## src/rtl/utaf_pkg.sv

```systemverilog
// shared types, constants and byte classification for the utf8 thai/ascii filter
// no dependencies
package utaf_pkg;

    localparam int unsigned CMDQ_DEPTH = 4;
    localparam logic [15:0] CAP_RESET  = 16'd512;

    localparam logic [7:0] THAI_SECOND_A = 8'hB8;
    localparam logic [7:0] THAI_SECOND_B = 8'hB9;
    localparam logic [3:0] LEAD3_HI      = 4'hE;
    localparam logic [3:0] LEAD4_HI      = 4'hF;
    localparam logic [1:0] LEAD2_HI      = 2'b11;

    typedef enum logic [3:0] {
        PH_IDLE   = 4'b0001,
        PH_LEAD   = 4'b0010,
        PH_SECOND = 4'b0100,
        PH_SKIP   = 4'b1000
    } t_phase;

    // one queue entry: up to three kept bytes, then optionally the terminator
    typedef struct packed {
        logic [1:0] n_bytes;
        logic [7:0] b0;
        logic [7:0] b1;
        logic [7:0] b2;
        logic       is_end;
    } t_cmd;

    function automatic logic ascii_passes(input logic [7:0] b);
        logic ok;
        ok = 1'b0;
        if ((b >= 8'h61 && b <= 8'h7A) || (b >= 8'h41 && b <= 8'h5A) ||
            (b >= 8'h30 && b <= 8'h39)) begin
            ok = 1'b1;
        end
        case (b)
            8'h20, 8'h2E, 8'h2C, 8'h27, 8'h22, 8'h21, 8'h3F, 8'h40, 8'h23,
            8'h25, 8'h26, 8'h2A, 8'h5E, 8'h2D, 8'h5F, 8'h2B, 8'h3D, 8'h28,
            8'h29, 8'h3A, 8'h3B: ok = 1'b1;
            default: ;
        endcase
        return ok;
    endfunction

endpackage

```

## src/rtl/utaf_front.sv

```systemverilog
// front end: accepts input bytes, tracks character state and output budget,
// turns kept bytes and string ends into queue entries. depends on utaf_pkg
module utaf_front import utaf_pkg::*; (
    input  logic        i_clk,
    input  logic        i_rst_n,
    input  logic        i_cfg_we,
    input  logic [15:0] i_cfg_wdata,
    input  logic        i_accept,
    input  logic [7:0]  i_in_byte,
    input  logic        i_last,
    output logic        o_cmd_push,
    output t_cmd        o_cmd
);

    t_phase      r_phase, n_phase;
    logic [7:0]  r_lead, n_lead;
    logic [7:0]  r_second, n_second;
    logic [1:0]  r_skip, n_skip;
    logic [15:0] r_count, n_count;
    logic        r_stopped, n_stopped;
    logic [15:0] r_cap;
    logic [16:0] cnt_ext;
    logic [16:0] cap_ext;
    t_cmd        cmd;

    assign cnt_ext = {1'b0, r_count};
    assign cap_ext = {1'b0, r_cap};

    always_comb begin
        n_phase   = r_phase;
        n_lead    = r_lead;
        n_second  = r_second;
        n_skip    = r_skip;
        n_count   = r_count;
        n_stopped = r_stopped;
        cmd       = '0;
        if (i_accept) begin
            if (!r_stopped) begin
                case (r_phase)
                    PH_IDLE: begin
                        if (cnt_ext + 17'd1 >= cap_ext) begin
                            n_stopped = 1'b1;
                        end else if (ascii_passes(i_in_byte)) begin
                            cmd.n_bytes = 2'd1;
                            cmd.b0      = i_in_byte;
                            n_count     = r_count + 16'd1;
                        end else if (i_in_byte[7:4] == LEAD3_HI) begin
                            n_lead  = i_in_byte;
                            n_phase = PH_LEAD;
                        end else if (i_in_byte[7:4] == LEAD4_HI) begin
                            n_skip  = 2'd3;
                            n_phase = PH_SKIP;
                        end else if (i_in_byte[7:6] == LEAD2_HI) begin
                            n_skip  = 2'd1;
                            n_phase = PH_SKIP;
                        end
                    end
                    PH_LEAD: begin
                        if (i_in_byte == THAI_SECOND_A || i_in_byte == THAI_SECOND_B) begin
                            n_second = i_in_byte;
                            n_phase  = PH_SECOND;
                        end else begin
                            n_skip  = 2'd1;
                            n_phase = PH_SKIP;
                        end
                    end
                    PH_SECOND: begin
                        // three bytes plus the terminator must fit
                        if (cnt_ext + 17'd3 < cap_ext) begin
                            cmd.n_bytes = 2'd3;
                            cmd.b0      = r_lead;
                            cmd.b1      = r_second;
                            cmd.b2      = i_in_byte;
                            n_count     = r_count + 16'd3;
                        end else begin
                            n_stopped = 1'b1;
                        end
                        n_phase = PH_IDLE;
                    end
                    default: begin
                        if (r_skip <= 2'd1) begin
                            n_skip  = 2'd0;
                            n_phase = PH_IDLE;
                        end else begin
                            n_skip = r_skip - 2'd1;
                        end
                    end
                endcase
            end
            if (i_last) begin
                cmd.is_end = 1'b1;
                n_phase    = PH_IDLE;
                n_lead     = '0;
                n_second   = '0;
                n_skip     = '0;
                n_count    = '0;
                n_stopped  = 1'b0;
            end
        end
    end

    assign o_cmd      = cmd;
    assign o_cmd_push = i_accept && (cmd.n_bytes != 2'd0 || cmd.is_end);

    always_ff @(posedge i_clk) begin
        if (!i_rst_n) begin
            r_phase   <= PH_IDLE;
            r_lead    <= '0;
            r_second  <= '0;
            r_skip    <= '0;
            r_count   <= '0;
            r_stopped <= 1'b0;
            r_cap     <= CAP_RESET;
        end else begin
            r_phase   <= n_phase;
            r_lead    <= n_lead;
            r_second  <= n_second;
            r_skip    <= n_skip;
            r_count   <= n_count;
            r_stopped <= n_stopped;
            if (i_cfg_we) begin
                r_cap <= i_cfg_wdata;
            end
        end
    end

endmodule

```

## src/rtl/utaf_cmdq.sv

```systemverilog
// small fifo of entries between front end and back end
// depends on utaf_pkg
module utaf_cmdq import utaf_pkg::*; #(
    parameter int unsigned DEPTH = CMDQ_DEPTH
) (
    input  logic i_clk,
    input  logic i_rst_n,
    input  logic i_push,
    input  t_cmd i_data,
    input  logic i_pop,
    output t_cmd o_head,
    output logic o_full,
    output logic o_empty
);

    localparam int unsigned PW = (DEPTH > 1) ? $clog2(DEPTH) : 1;
    localparam int unsigned CW = $clog2(DEPTH + 1);

    t_cmd          r_mem [DEPTH];
    logic [PW-1:0] r_wr, r_rd;
    logic [CW-1:0] r_cnt;
    logic          do_push, do_pop;

    assign o_full  = (r_cnt == CW'(DEPTH));
    assign o_empty = (r_cnt == '0);
    assign do_push = i_push && !o_full;
    assign do_pop  = i_pop && !o_empty;
    assign o_head  = r_mem[r_rd];

    always_ff @(posedge i_clk) begin
        if (do_push) begin
            r_mem[r_wr] <= i_data;
        end
    end

    always_ff @(posedge i_clk) begin
        if (!i_rst_n) begin
            r_wr  <= '0;
            r_rd  <= '0;
            r_cnt <= '0;
        end else begin
            if (do_push) begin
                r_wr <= (r_wr == PW'(DEPTH - 1)) ? '0 : r_wr + PW'(1);
            end
            if (do_pop) begin
                r_rd <= (r_rd == PW'(DEPTH - 1)) ? '0 : r_rd + PW'(1);
            end
            if (do_push && !do_pop) begin
                r_cnt <= r_cnt + CW'(1);
            end else if (do_pop && !do_push) begin
                r_cnt <= r_cnt - CW'(1);
            end
        end
    end

endmodule

```

## src/rtl/utaf_back.sv

```systemverilog
// back end: unpacks queue entries into single results through an output register
// depends on utaf_pkg
module utaf_back import utaf_pkg::*; (
    input  logic       i_clk,
    input  logic       i_rst_n,
    input  t_cmd       i_head,
    input  logic       i_head_empty,
    output logic       o_head_pop,
    output logic       o_empty,
    input  logic       i_pop,
    output logic [7:0] o_out_byte,
    output logic       o_is_end
);

    logic       r_valid;
    logic [7:0] r_byte;
    logic       r_end;
    logic [1:0] r_pos, n_pos;
    logic       load;
    logic [2:0] total;
    logic       last_piece;
    logic [7:0] piece_byte;
    logic       piece_end;

    assign total      = {1'b0, i_head.n_bytes} + {2'b00, i_head.is_end};
    assign last_piece = ({1'b0, r_pos} == total - 3'd1);
    assign load       = !i_head_empty && (!r_valid || i_pop);
    assign o_head_pop = load && last_piece;

    // pieces past the byte count are the terminator
    always_comb begin
        piece_end = 1'b0;
        case (r_pos)
            2'd0:    piece_byte = i_head.b0;
            2'd1:    piece_byte = i_head.b1;
            2'd2:    piece_byte = i_head.b2;
            default: piece_byte = '0;
        endcase
        if (r_pos >= i_head.n_bytes) begin
            piece_byte = '0;
            piece_end  = 1'b1;
        end
        n_pos = last_piece ? 2'd0 : r_pos + 2'd1;
    end

    always_ff @(posedge i_clk) begin
        if (load) begin
            r_byte <= piece_byte;
            r_end  <= piece_end;
        end
    end

    always_ff @(posedge i_clk) begin
        if (!i_rst_n) begin
            r_valid <= 1'b0;
            r_pos   <= '0;
        end else if (load) begin
            r_valid <= 1'b1;
            r_pos   <= n_pos;
        end else if (i_pop) begin
            r_valid <= 1'b0;
        end
    end

    assign o_empty    = !r_valid;
    assign o_out_byte = r_byte;
    assign o_is_end   = r_end;

endmodule

```

## src/rtl/utf8_thai_ascii_char_filter.sv

```systemverilog
// top level of the utf8 thai/ascii byte filter
// depends on utaf_pkg, utaf_front, utaf_cmdq, utaf_back
//
//  channel   handshake          payload
//  input     push / full        i_in_byte[7:0], i_last
//  result    empty / pop        o_out_byte[7:0], o_is_end
//  config    i_cfg_we           i_cfg_wdata[15:0] (capacity)
//
// one input byte per cycle while the entry queue has room; an accepted byte passes
// through the entry queue and then the output register.
// a thai character with the terminator yields four results; the back end drains
// one per cycle while the receiver pops, so bursts fill the queue and raise full.
// synchronous active-low reset clears control state, capacity returns to 512.
module utf8_thai_ascii_char_filter import utaf_pkg::*; #(
    parameter int unsigned QUEUE_DEPTH = CMDQ_DEPTH
) (
    input  logic        i_clk,
    input  logic        i_rst_n,
    input  logic        i_cfg_we,
    input  logic [15:0] i_cfg_wdata,
    input  logic        push,
    output logic        full,
    input  logic [7:0]  i_in_byte,
    input  logic        i_last,
    output logic        empty,
    input  logic        pop,
    output logic [7:0]  o_out_byte,
    output logic        o_is_end
);

    logic accept;
    logic cmd_push;
    t_cmd cmd;
    t_cmd head;
    logic head_empty;
    logic head_pop;

    assign accept = push && !full;

    utaf_front u_front (
        .i_clk       (i_clk),
        .i_rst_n     (i_rst_n),
        .i_cfg_we    (i_cfg_we),
        .i_cfg_wdata (i_cfg_wdata),
        .i_accept    (accept),
        .i_in_byte   (i_in_byte),
        .i_last      (i_last),
        .o_cmd_push  (cmd_push),
        .o_cmd       (cmd)
    );

    utaf_cmdq #(
        .DEPTH (QUEUE_DEPTH)
    ) u_cmdq (
        .i_clk   (i_clk),
        .i_rst_n (i_rst_n),
        .i_push  (cmd_push),
        .i_data  (cmd),
        .i_pop   (head_pop),
        .o_head  (head),
        .o_full  (full),
        .o_empty (head_empty)
    );

    utaf_back u_back (
        .i_clk        (i_clk),
        .i_rst_n      (i_rst_n),
        .i_head       (head),
        .i_head_empty (head_empty),
        .o_head_pop   (head_pop),
        .o_empty      (empty),
        .i_pop        (pop),
        .o_out_byte   (o_out_byte),
        .o_is_end     (o_is_end)
    );

endmodule

```

## config.mk

```make
export PLATFORM = sky130hd
export DESIGN_NAME = utf8_thai_ascii_char_filter
export DESIGN_NICKNAME = d
export VERILOG_FILES = /design/src/rtl/utaf_pkg.sv /design/src/rtl/utaf_front.sv /design/src/rtl/utaf_cmdq.sv /design/src/rtl/utaf_back.sv /design/src/rtl/utf8_thai_ascii_char_filter.sv
export SDC_FILE = /design/constraint.sdc
export NUM_CORES = 1
export LEC_CHECK = 0
export BUFFER_PORTS_ARGS = -buffer_cell sky130_fd_sc_hd__buf_2
export CAP_MARGIN = 20
export CORE_MARGIN = 3
export CORE_UTILIZATION = 50
export CTS_CLUSTER_DIAMETER = 200
export DETAILED_ROUTE_END_ITERATION = 12
export PLACE_DENSITY = 0.73
export SETUP_SLACK_MARGIN = 0.2
export SLEW_MARGIN = 30
export SYNTH_ARGS = -nofsm -noshare
export SYNTH_HDL_FRONTEND = slang
export SYNTH_SLANG_ARGS = --single-unit
```

## constraint.sdc

```tcl
create_clock -name i_clk -period 5 [get_ports i_clk]
set_clock_uncertainty 0.1 [all_clocks]
set_input_delay 1.5 -clock i_clk [delete_from_list [all_inputs] [get_ports i_clk]]
set_output_delay 1.5 -clock i_clk [all_outputs]
set_load 0.01 [all_outputs]
```

==> results of run 1 <==
## area by class of cell
cell class | count | area (um2)
clock inverters | 15 | 175.2
well taps | 225 | 281.5
flip-flops and latches | 184 | 4868
multi-input cells | 477 | 3908
repair buffers | 56 | 320.3
inverters | 35 | 136.4
fillers | 1396 | 7422
clock buffers | 17 | 425.4
## critical path: stages, from the launching register on
cell	delay, ns
dfxtp_2	0.46
inv_1	0.08
ha_1	0.26
nor2_1	0.20
nand3_1	0.21
nor2_1	0.16
xor2_1	0.17
ha_1	0.26
a21o_1	0.16
a21oi_1	0.15
o221ai_1	0.23
a2111oi_4	0.45
a211oi_2	0.10
clkinv_1	0.10
ha_1	0.17
inv_1	0.07
fa_1	0.43
xor2_1	0.17
or3_1	0.30
a21boi_0	0.21
## cells in the final DEF (no fill, tap or decap), types with 8 or more instances in the layout
cell,instances
dfxtp_1,56
a22oi_1,15
o21ai_0,8
nor3_1,9
buf_2,40
nor2b_1,25
and2_1,25
nand2_1,31
xnor2_1,16
buf_4,16
a21o_1,13
or3_1,8
a21boi_0,14
edfxtp_1,117
a21oi_1,36
nor2_1,39
nand4_1,14
ha_1,48
mux2i_1,23
inv_1,32
dfxtp_2,11
nand2b_1,9
clkbuf_16,17
xor2_1,19
nand3_1,12
mux4_2,27
## power groups by stage
stage | registers, uW | clock network, uW | logic [uW]
after floorplan | 1880 | 0 | 646
after global placement | 1890 | 0 | 883
after detailed placement | 1900 | 0 | 908
after CTS | 1870 | 1380 | 913
after global routing | 1890 | 1440 | 1000
final | 1870 | 1350 | 901
## routing by layer
metal	GRT usage, %	wire length (um)	vias to the layer above
met2	34.35	9638	185
met5	0	0	-
li1	-	-	2816
met1	26.32	8415	2971
met4	8.261	477	0
met3	4.003	1058	38
## per-stage QoR
| stage | cell area [um2] | total power [uW] | instances | worst slack [ns] |
|---|---|---|---|---|
| after floorplan | 9060 | 2528 | 740 | 0.2925 |
| after global placement | 9464 | 2777 | 974 | 0.4202 |
| after detailed placement | 9464 | 2812 | 974 | 0.2928 |
| after CTS | 10060 | 4161 | 1006 | 0.2527 |
| after global routing | 10110 | 4326 | 1009 | 0.2121 |
| final | 10110 | 4117 | 1009 | 0.4719 |
## path summary, 6_finish.rpt
kind | start | end
worst min register to register | u_front.r_lead[7] | u_front.r_lead[7]
worst max-delay path | u_front.r_count[0] | u_cmdq.r_cnt[2]
worst min-delay path | u_front.r_lead[7] | u_front.r_lead[7]
worst max register to register | u_front.r_count[0] | u_cmdq.r_cnt[2]
## logic make-up after synthesis
group           Yosys count  share of synthesized area [%]
buf+inv                  79                          3.453
flops                   184                          53.58
compound gates          128                          10.07
simple gates            214                          13.19
fa+ha+maj                50                          7.071
mux                      50                          9.253
xor+xnor                 35                          3.383
## sequential cells by signal (all words and copies together), names as in the netlist, named ones only
register           flops
u_front.r_cap         16
u_back.r_valid         1
u_cmdq.r_rd            2
u_front.r_lead         8
u_front.r_second       8
u_back.r_pos           2
u_front.r_count       16
u_cmdq.r_wr            2
u_back.o_out_byte      8
u_cmdq.r_cnt           3
u_front.r_skip         2
u_front.r_phase        4
u_front.r_stopped      1
u_back.o_is_end        1
u_cmdq.r_mem         108
## timing repair
action / in CTS / in global routing
setup endpoints to repair: 0 / 1
gates resized for setup: 0 / 13
buffers inserted: 0 / 3
hold buffers: 0 / 0
hold endpoints to repair: 0 / 0
==> results.sh, run 1 <==
export IMPL_synth_edf_count=117
export IMPL_worstHoldPathCells=1
export IMPL_worst_pin_slew_ns=1.004
export IMPL_avgSynthCellArea_um2=12.24
export IMPL_wl_um=19590
export IMPL_drc=0
export IMPL_synth_most_common_cell="edfxtp_1"
export IMPL_dr_pass1_iters=5
export IMPL_clock_path_buffers=2
export IMPL_p_sw_uw=1212
export IMPL_critPathLaunchType="register"
export IMPL_clkPwrFrac_pct=32.8
export IMPL_ir_worst_vdd_uv=262.5
export IMPL_reg2reg_depth=19
export IMPL_drv_cap=0
export IMPL_rsz0062_at_grt="false"
export IMPL_p_leak_uw=0.003829
export IMPL_clk_latency_ns=0.44
export IMPL_finalSetupTns_ns=0
export IMPL_clkSinkCount=184
export IMPL_area_growth_pct=11.64
export IMPL_grt_pass1_wl_um=32020
export IMPL_fin_crit_ns=4.528
export IMPL_synth_top_area_cell="edfxtp_1"
export IMPL_path_class="reg2reg"
export IMPL_htreeDepth=4
export IMPL_yosysSeqAreaShare_pct=53.58
export IMPL_slew_violations=0
export IMPL_syn_num_nets=820
export IMPL_ys_flop_type="edfxtp_1"
export IMPL_power_frac_comb_pct=21.9
export IMPL_clk_pin_slew_ns=0.07
export IMPL_outcome="finished clean"
export IMPL_drive_above_1_share_pct=18.24
export IMPL_crit_required_ns=5.25
export IMPL_async_flop_share_pct=0
export IMPL_power_density_nw_per_um2=407.1
export IMPL_finalSetupViolCount=0
export IMPL_final_nets=851
export IMPL_cts_tree="done"
export IMPL_finalHoldViolations=0
export IMPL_grtUsageTotal_pct=20.50
export IMPL_fmax_mhz=220.8
export IMPL_port_buffers=40
export IMPL_post_route_util_pct=57.68
export IMPL_grt_pass1_vias=6142
export IMPL_die_area_um2=19770
export IMPL_vias=6010
export IMPL_vias_per_cell=5.956
export IMPL_drt_initial_drc_count=568
export IMPL_ys_ff_latch=184
export IMPL_hp_class="reg2reg"
export IMPL_power_internal_uw=2905
export IMPL_core_um2=17540
export IMPL_synthCells=740
export IMPL_synthTopCellsByArea="edfxtp_1 (39%), dfxtp_1 (15%), mux4_2 (6.7%), ha_1 (6.6%), mux2i_1 (2.5%)"
export IMPL_grt_overflow=0
export IMPL_fin_crit_sh_pct=90.56
export IMPL_dp_hpwl_um=13900
export IMPL_synth_top_area_share_pct=38.78
export IMPL_dieHeight_um=140.6
export IMPL_initial_core_util_pct=51.66
export IMPL_worstPathMaxFanout=12
export IMPL_gp_congestion=0.9773
export IMPL_worstPathArrival_ns=4.78
export IMPL_synth_area_um2=9060
export IMPL_routedWlPerCell_um=19.41
export IMPL_p_sw_share_pct=29.44
export IMPL_ff2ff_setup_slack_ns=0.47
export IMPL_relSlewSlack_pct=32.90
export IMPL_diodes=0
export IMPL_end_kind="register"
export IMPL_grt_start_max_net_pins=44
export IMPL_ctsRootBufferMaster="clkbuf_16"
export IMPL_die_w_um=140.6
export IMPL_rows=48
export IMPL_ioPinCount=41
export IMPL_numCtsBuffers=17
export IMPL_antenna_found_initial=0
export IMPL_yosysUniqueCellTypes=63
export IMPL_synth_warnings=0
export IMPL_ant_nets=0
export IMPL_fin_hold_ws_ns=0.3517
export IMPL_synthTopCellsByCount="edfxtp_1 (117), dfxtp_1 (67), ha_1 (48), nor2_1 (40), clkbuf_1 (39)"
export IMPL_seqPwrFrac_pct=45.3
(Power assumes the default switching activity.)
==> run 2, diff against run 1 <==
- BUFFER_PORTS_ARGS: -buffer_cell sky130_fd_sc_hd__buf_2 -> not set
- DONT_BUFFER_PORTS: not set -> 1
- PLACE_DENSITY: 0.73 -> 0.71
- SKIP_CTS_REPAIR_TIMING: not set -> 1
==> run 2 against run 1 <==
Compared with the run above: flip-flop and latch count unchanged; critical path type unchanged; sequential share of layout area up 0.87 points; clock power up 5%; register-to-register slack about the same; routed wire length down 2.2%; fmax up 0.13%; worst hold slack about the same; highest routed layer unchanged.
==> results.sh, run 2 (same netlist as run 1, synthesis figures left out) <==
export IMPL_dp_hpwl_um=13430
export IMPL_ff2ff_setup_slack_ns=0.48
export IMPL_met1_length_um=8386
export IMPL_worstPathMaxFanout=10
export IMPL_hp_class="reg2reg"
export IMPL_fmax_mhz=221.1
export IMPL_fin_area_um2=9951
export IMPL_cts_tree="done"
export IMPL_antenna_found_initial=0
export IMPL_finalSetupViolCount=0
export IMPL_final_common_cell="edfxtp_1"
export IMPL_largest_reg_flops=108
export IMPL_clock_path_buffers=2
export IMPL_grt_pass1_wl_um=31170
export IMPL_core_um2=17540
export IMPL_final_cell_mix="edfxtp_1 (117), dfxtp_1 (54), ha_1 (47)"
export IMPL_grt_overflow=0
export IMPL_ctsRootBufferMaster="clkbuf_16"
export IMPL_htreeDepth=4
export IMPL_dieHeight_um=140.6
export IMPL_vias=5726
export IMPL_nFillCells=1433
export IMPL_crit_required_ns=5.26
export IMPL_worstPathArrival_ns=4.78
export IMPL_wl_um=19160
export IMPL_ioPinCount=41
export IMPL_die_area_um2=19770
export IMPL_ant_nets=0
export IMPL_diodes=0
export IMPL_fin_crit_ns=4.522
export IMPL_ir_worst_vdd_uv=365.2
export IMPL_drt_initial_drc_count=452
export IMPL_crit_path_max_incr_delay_ns=0.44
export IMPL_routed_wl_met3_um=903
export IMPL_finalSetupTns_ns=0
export IMPL_pre_cts_ws_ns=0.2904
export IMPL_worstPathCellList="nand4_1, or2_2, nor2_1, xor2_1, ha_1, and2_0, a221o_1, a211oi_1, buf_4, o211a_1, a211oi_2, clkinv_1, ha_1, inv_1, fa_1, xor2_1, or3_1, a21boi_0"
export IMPL_drv_cap=0
export IMPL_final_setup_worst_slack_ns=0.4777
export IMPL_max_flop_register="u_cmdq.r_mem"
export IMPL_worst_pin_slew_ns=0.7984
export IMPL_path_class="reg2reg"
export IMPL_met2_length_um=9555
export IMPL_slew_violations=0
export IMPL_clk_pin_slew_ns=0.07
export IMPL_end_kind="register"
export IMPL_area_growth_pct=9.833
export IMPL_grt_start_max_net_pins=44
export IMPL_drc=0
export IMPL_relSlewSlack_pct=46.29
export IMPL_finalHoldViolations=0
export IMPL_rsz0062_at_grt="false"
export IMPL_initial_core_util_pct=51.66
export IMPL_p_leak_uw=0.003680
export IMPL_fin_crit_sh_pct=90.45
export IMPL_vias_per_cell=5.909
export IMPL_port_buffers=0
export IMPL_drive_above_1_share_pct=14.11
export IMPL_critPathLaunchType="register"
export IMPL_postPlaceCellArea_um2=9279
export IMPL_reg_top3="u_cmdq.r_mem (108), u_front.r_cap (16), u_front.r_count (16)"
export IMPL_final_nets=811
export IMPL_numCtsBuffers=17
export IMPL_slowest_stage="dfxtp_2"
export IMPL_gp_congestion=0.9535
export IMPL_die_w_um=140.6
export IMPL_clk_latency_ns=0.44
export IMPL_grtUsageTotal_pct=20.21
export IMPL_power_density_nw_per_um2=415.8
export IMPL_clkSinkCount=184
export IMPL_grt_pass1_vias=5878
export IMPL_outcome="finished clean"
export IMPL_total_power_uw=4137
export IMPL_routedWlPerCell_um=19.77
export IMPL_highest_layer="met4"
export IMPL_fin_hold_ws_ns=0.3513
export IMPL_dr_pass1_iters=6
export IMPL_rows=48
==> run 2: changes by cell type in the layout (fill, tap and decap cells not counted), sizes merged <==
cell      previous run  this run
buf                 56        16
inv                 41        37
bufinv               1         3
clkbuf              17        19
clkinv               7         6
clkinvlp             1         2
==> run 2: path summary, 6_finish.rpt <==
| check | from | endpoint | cells past startpoint |
|---|---|---|---|
| worst max-delay path | u_front.r_count[6] | u_cmdq.r_cnt[2] | 18 |
| worst min-delay path | u_front.r_lead[7] | u_front.r_lead[7] | 1 |
| worst max register to register | u_front.r_count[6] | u_cmdq.r_cnt[2] | 18 |
| worst min register to register | u_front.r_lead[7] | u_front.r_lead[7] | 1 |
==> run 2: final cells by class <==
class / count / area [um2] / area share (%)
clock buffer: 19 / 452.9 / 4.552
clock inverter: 13 / 186.4 / 1.874
inverter: 35 / 136.4 / 1.371
multi-input combinational: 477 / 3897 / 39.17
sequential: 184 / 4876 / 49.00
tap: 225 / 281.5 / 2.829
timing repair buffer: 16 / 120.1 / 1.207
==> run 2: where the power goes <==
part / leakage, uW / switching [uW] / total (uW) / internal (uW)
clock: 0.000309 / 592 / 1420 / 830
sequential: 0.00165 / 91.4 / 1880 / 1780
combinational: 0.00172 / 467 / 839 / 372
==> run 2: routing by layer <==
layer  GRT usage, %  vias to the layer above
met5              0                        -
met4          6.425                        0
met3          3.969                       26
met2          33.67                      146
met1          26.88                     2816
li1               -                     2738
==> run 2: metrics by stage <==
step | cells | util (%)
floorplan | 740 | -
global placement | 936 | 52.91
detailed placement | 936 | 52.91
CTS | 968 | 56.56
global route | 969 | 56.74
finish | 969 | 56.74
==> run 2: worst max-delay path, delay by kind of cell (launching register included) <==
kind / cells / cell delay [ns]
AOI/OAI and AO/OA: 5 / 1.10
xor gates and xnor gates: 2 / 0.36
adders and majority gates: 3 / 0.86
buffers and inverters: 3 / 0.36
DFF: 1 / 0.44
and+or+nand+nor: 5 / 1.22
==> run 3, diff against run 2 <==
- CORE_MARGIN: 3 -> not set
- GPL_TIMING_DRIVEN: not set -> 1
==> run 3 against run 2 <==
Compared with the run above: register-to-register slack improved by 0.03 ns; sequential share of layout area barely moved; worst hold slack got worse by 0.0027 ns; critical path depth rose by 1; critical path type unchanged; critical endpoint unchanged; highest routed layer unchanged.
==> results.sh, run 3 (same netlist as run 1, synthesis figures left out) <==
export IMPL_final_setup_worst_slack_ns=0.5121
export IMPL_worstPathArrival_ns=4.74
export IMPL_routedWlPerCell_um=20.36
export IMPL_fmax_mhz=222.8
export IMPL_htreeDepth=4
export IMPL_outcome="finished clean"
export IMPL_power_internal_uw=2879
export IMPL_worstHoldPathCells=1
export IMPL_grt_met2_usage_pct=36.35
export IMPL_clk_pin_slew_ns=0.07
export IMPL_critPathLaunchType="register"
export IMPL_gp_congestion=0.8937
export IMPL_rr_endpoint="u_cmdq.r_cnt[2]"
export IMPL_ant_nets=0
export IMPL_clkSinkCount=184
export IMPL_regArea_um2=4863
export IMPL_drc=0
export IMPL_clock_path_buffers=2
export IMPL_nFillCells=1422
export IMPL_reg2reg_from="u_front.r_count[0]"
export IMPL_drv_cap=0
export IMPL_reg_top3="u_cmdq.r_mem (108), u_front.r_cap (16), u_front.r_count (16)"
export IMPL_final_nets=814
export IMPL_grt_start_max_net_pins=44
export IMPL_crit_path_max_incr_delay_ns=0.48
export IMPL_slowest_stage="dfxtp_2"
export IMPL_grt_pass1_wl_um=31560
export IMPL_drt_initial_drc_count=371
export IMPL_dieHeight_um=136.6
export IMPL_worstPathCellList="inv_1, ha_1, nor2_1, nand3_1, nor2_1, xor2_1, ha_1, a21o_1, a21oi_1, o221ai_1, a2111oi_4, a211oi_2, clkinv_1, ha_1, inv_1, fa_1, xor2_1, or3_1, a21boi_0"
export IMPL_worstPathMaxFanout=12
export IMPL_largest_reg_flops=108
export IMPL_busiest_layer="met2"
export IMPL_reg2reg_depth=19
export IMPL_power_density_nw_per_um2=412.9
export IMPL_crit_required_ns=5.25
export IMPL_end_kind="register"
export IMPL_port_buffers=0
export IMPL_p_sw_uw=1222
export IMPL_final_common_cell="edfxtp_1"
export IMPL_ir_worst_vdd_uv=379.1
export IMPL_final_cell_mix="edfxtp_1 (117), dfxtp_1 (60), ha_1 (48)"
export IMPL_drive_above_1_share_pct=13.65
export IMPL_cp_common_cell="ha_1"
export IMPL_hp_class="reg2reg"
export IMPL_area_growth_pct=9.612
export IMPL_seqPwrFrac_pct=45.8
export IMPL_post_route_util_pct=56.82
export IMPL_finalSetupTns_ns=0
export IMPL_grtUsageMet3_pct=4.889
export IMPL_power_frac_comb_pct=20.7
export IMPL_fin_crit_ns=4.488
export IMPL_die_w_um=136.6
export IMPL_ioPinCount=41
export IMPL_clk_latency_ns=0.44
export IMPL_max_flop_register="u_cmdq.r_mem"
export IMPL_grtUsageTotal_pct=22.72
export IMPL_relSlewSlack_pct=51.01
export IMPL_clkPwrFrac_pct=33.5
export IMPL_dp_hpwl_um=13520
export IMPL_pre_cts_ws_ns=0.4126
export IMPL_finalSetupViolCount=0
export IMPL_ff2ff_setup_slack_ns=0.51
export IMPL_grt_pass1_vias=5889
export IMPL_p_leak_uw=0.003681
export IMPL_initial_core_util_pct=51.84
export IMPL_path_class="reg2reg"
export IMPL_finalHoldViolations=0
export IMPL_grt_overflow=0
export IMPL_multi_input_area_um2=3904
export IMPL_ctsRootBufferMaster="clkbuf_16"
export IMPL_min_from="u_front.r_lead[7]"
export IMPL_dr_pass1_iters=5
export IMPL_rsz0062_at_grt="false"
export IMPL_fin_crit_sh_pct=89.76
export IMPL_p_sw_share_pct=29.79
export IMPL_cts_tree="done"
export IMPL_vias_per_cell=6.029
export IMPL_wl_um=19790
export IMPL_die_area_um2=18660
export IMPL_vias=5860
export IMPL_worst_pin_slew_ns=0.7348
export IMPL_antenna_found_initial=0
export IMPL_grtUsageMet1_pct=30.26
export IMPL_slew_violations=0
export IMPL_total_power_uw=4100
export IMPL_diodes=0
export IMPL_rows=48
export IMPL_holdPathEnd="u_front.r_lead[7]"
export IMPL_numCtsBuffers=17
export IMPL_core_um2=17480
## run 3: cell count changes in the layout (fill, tap and decap cells not counted), moves of 2 or more
cell,change
buf_4,+3
bufinv_16,-2
clkbuf_8,-2
dfxtp_1,+6
dfxtp_2,-4
dfxtp_4,-2
inv_6,+3
## run 3: through the flow
stage	hold WS, ns	instances	area (um2)
floorplan	0.3186	740	9060
global placement	0.3296	938	9294
detailed placement	0.3320	938	9294
CTS	0.3494	970	9897
global route	0.3614	972	9931
finish	0.3486	972	9931
## run 3: metal layers
metal  routed length [um]  vias up
met3                 1092       35
met1                 8932     2913
li1                     -     2736
met5                    0        -
met4                  463        0
met2                 9303      176
## run 3: worst max path at each step
stage                             from              end  slack, ns
finish              u_front.r_count[0]  u_cmdq.r_cnt[2]       0.51
detailed placement  u_front.r_count[0]  u_cmdq.r_cnt[2]       0.41
global route        u_front.r_count[0]  u_cmdq.r_cnt[2]       0.25
global placement    u_front.r_count[4]  u_cmdq.r_cnt[2]       0.52
CTS                 u_front.r_count[0]  u_cmdq.r_cnt[2]       0.30
floorplan           u_front.r_count[4]  u_cmdq.r_cnt[2]       0.29
## run 3: cell type report
type	instances	area share, %
flip-flops and latches	184	48.97
clock inverters	15	1.789
well taps	225	2.835
multi-input cells	477	39.31
clock buffers	17	4.284
inverters	35	1.373
repair buffers	19	1.436
## run 3: power groups by stage
stage | Clock [uW] | Sequential [uW] | Combinational, uW
finish | 1370 | 1880 | 851
global route | 1450 | 1900 | 930
CTS | 1390 | 1880 | 864
detailed placement | 0 | 1910 | 850
global placement | 0 | 1900 | 821
floorplan | 0 | 1880 | 646
## run 3: critical path, delay by kind of cell, from the launching register on
kind,cells,cell delay [ns]
xor gates and xnor gates,2,0.33
DFF,1,0.48
buffers and inverters,3,0.24
adders and majority gates,4,1.14
AOI/OAI and AO/OA,6,1.28
and+or+nand+nor,4,0.83
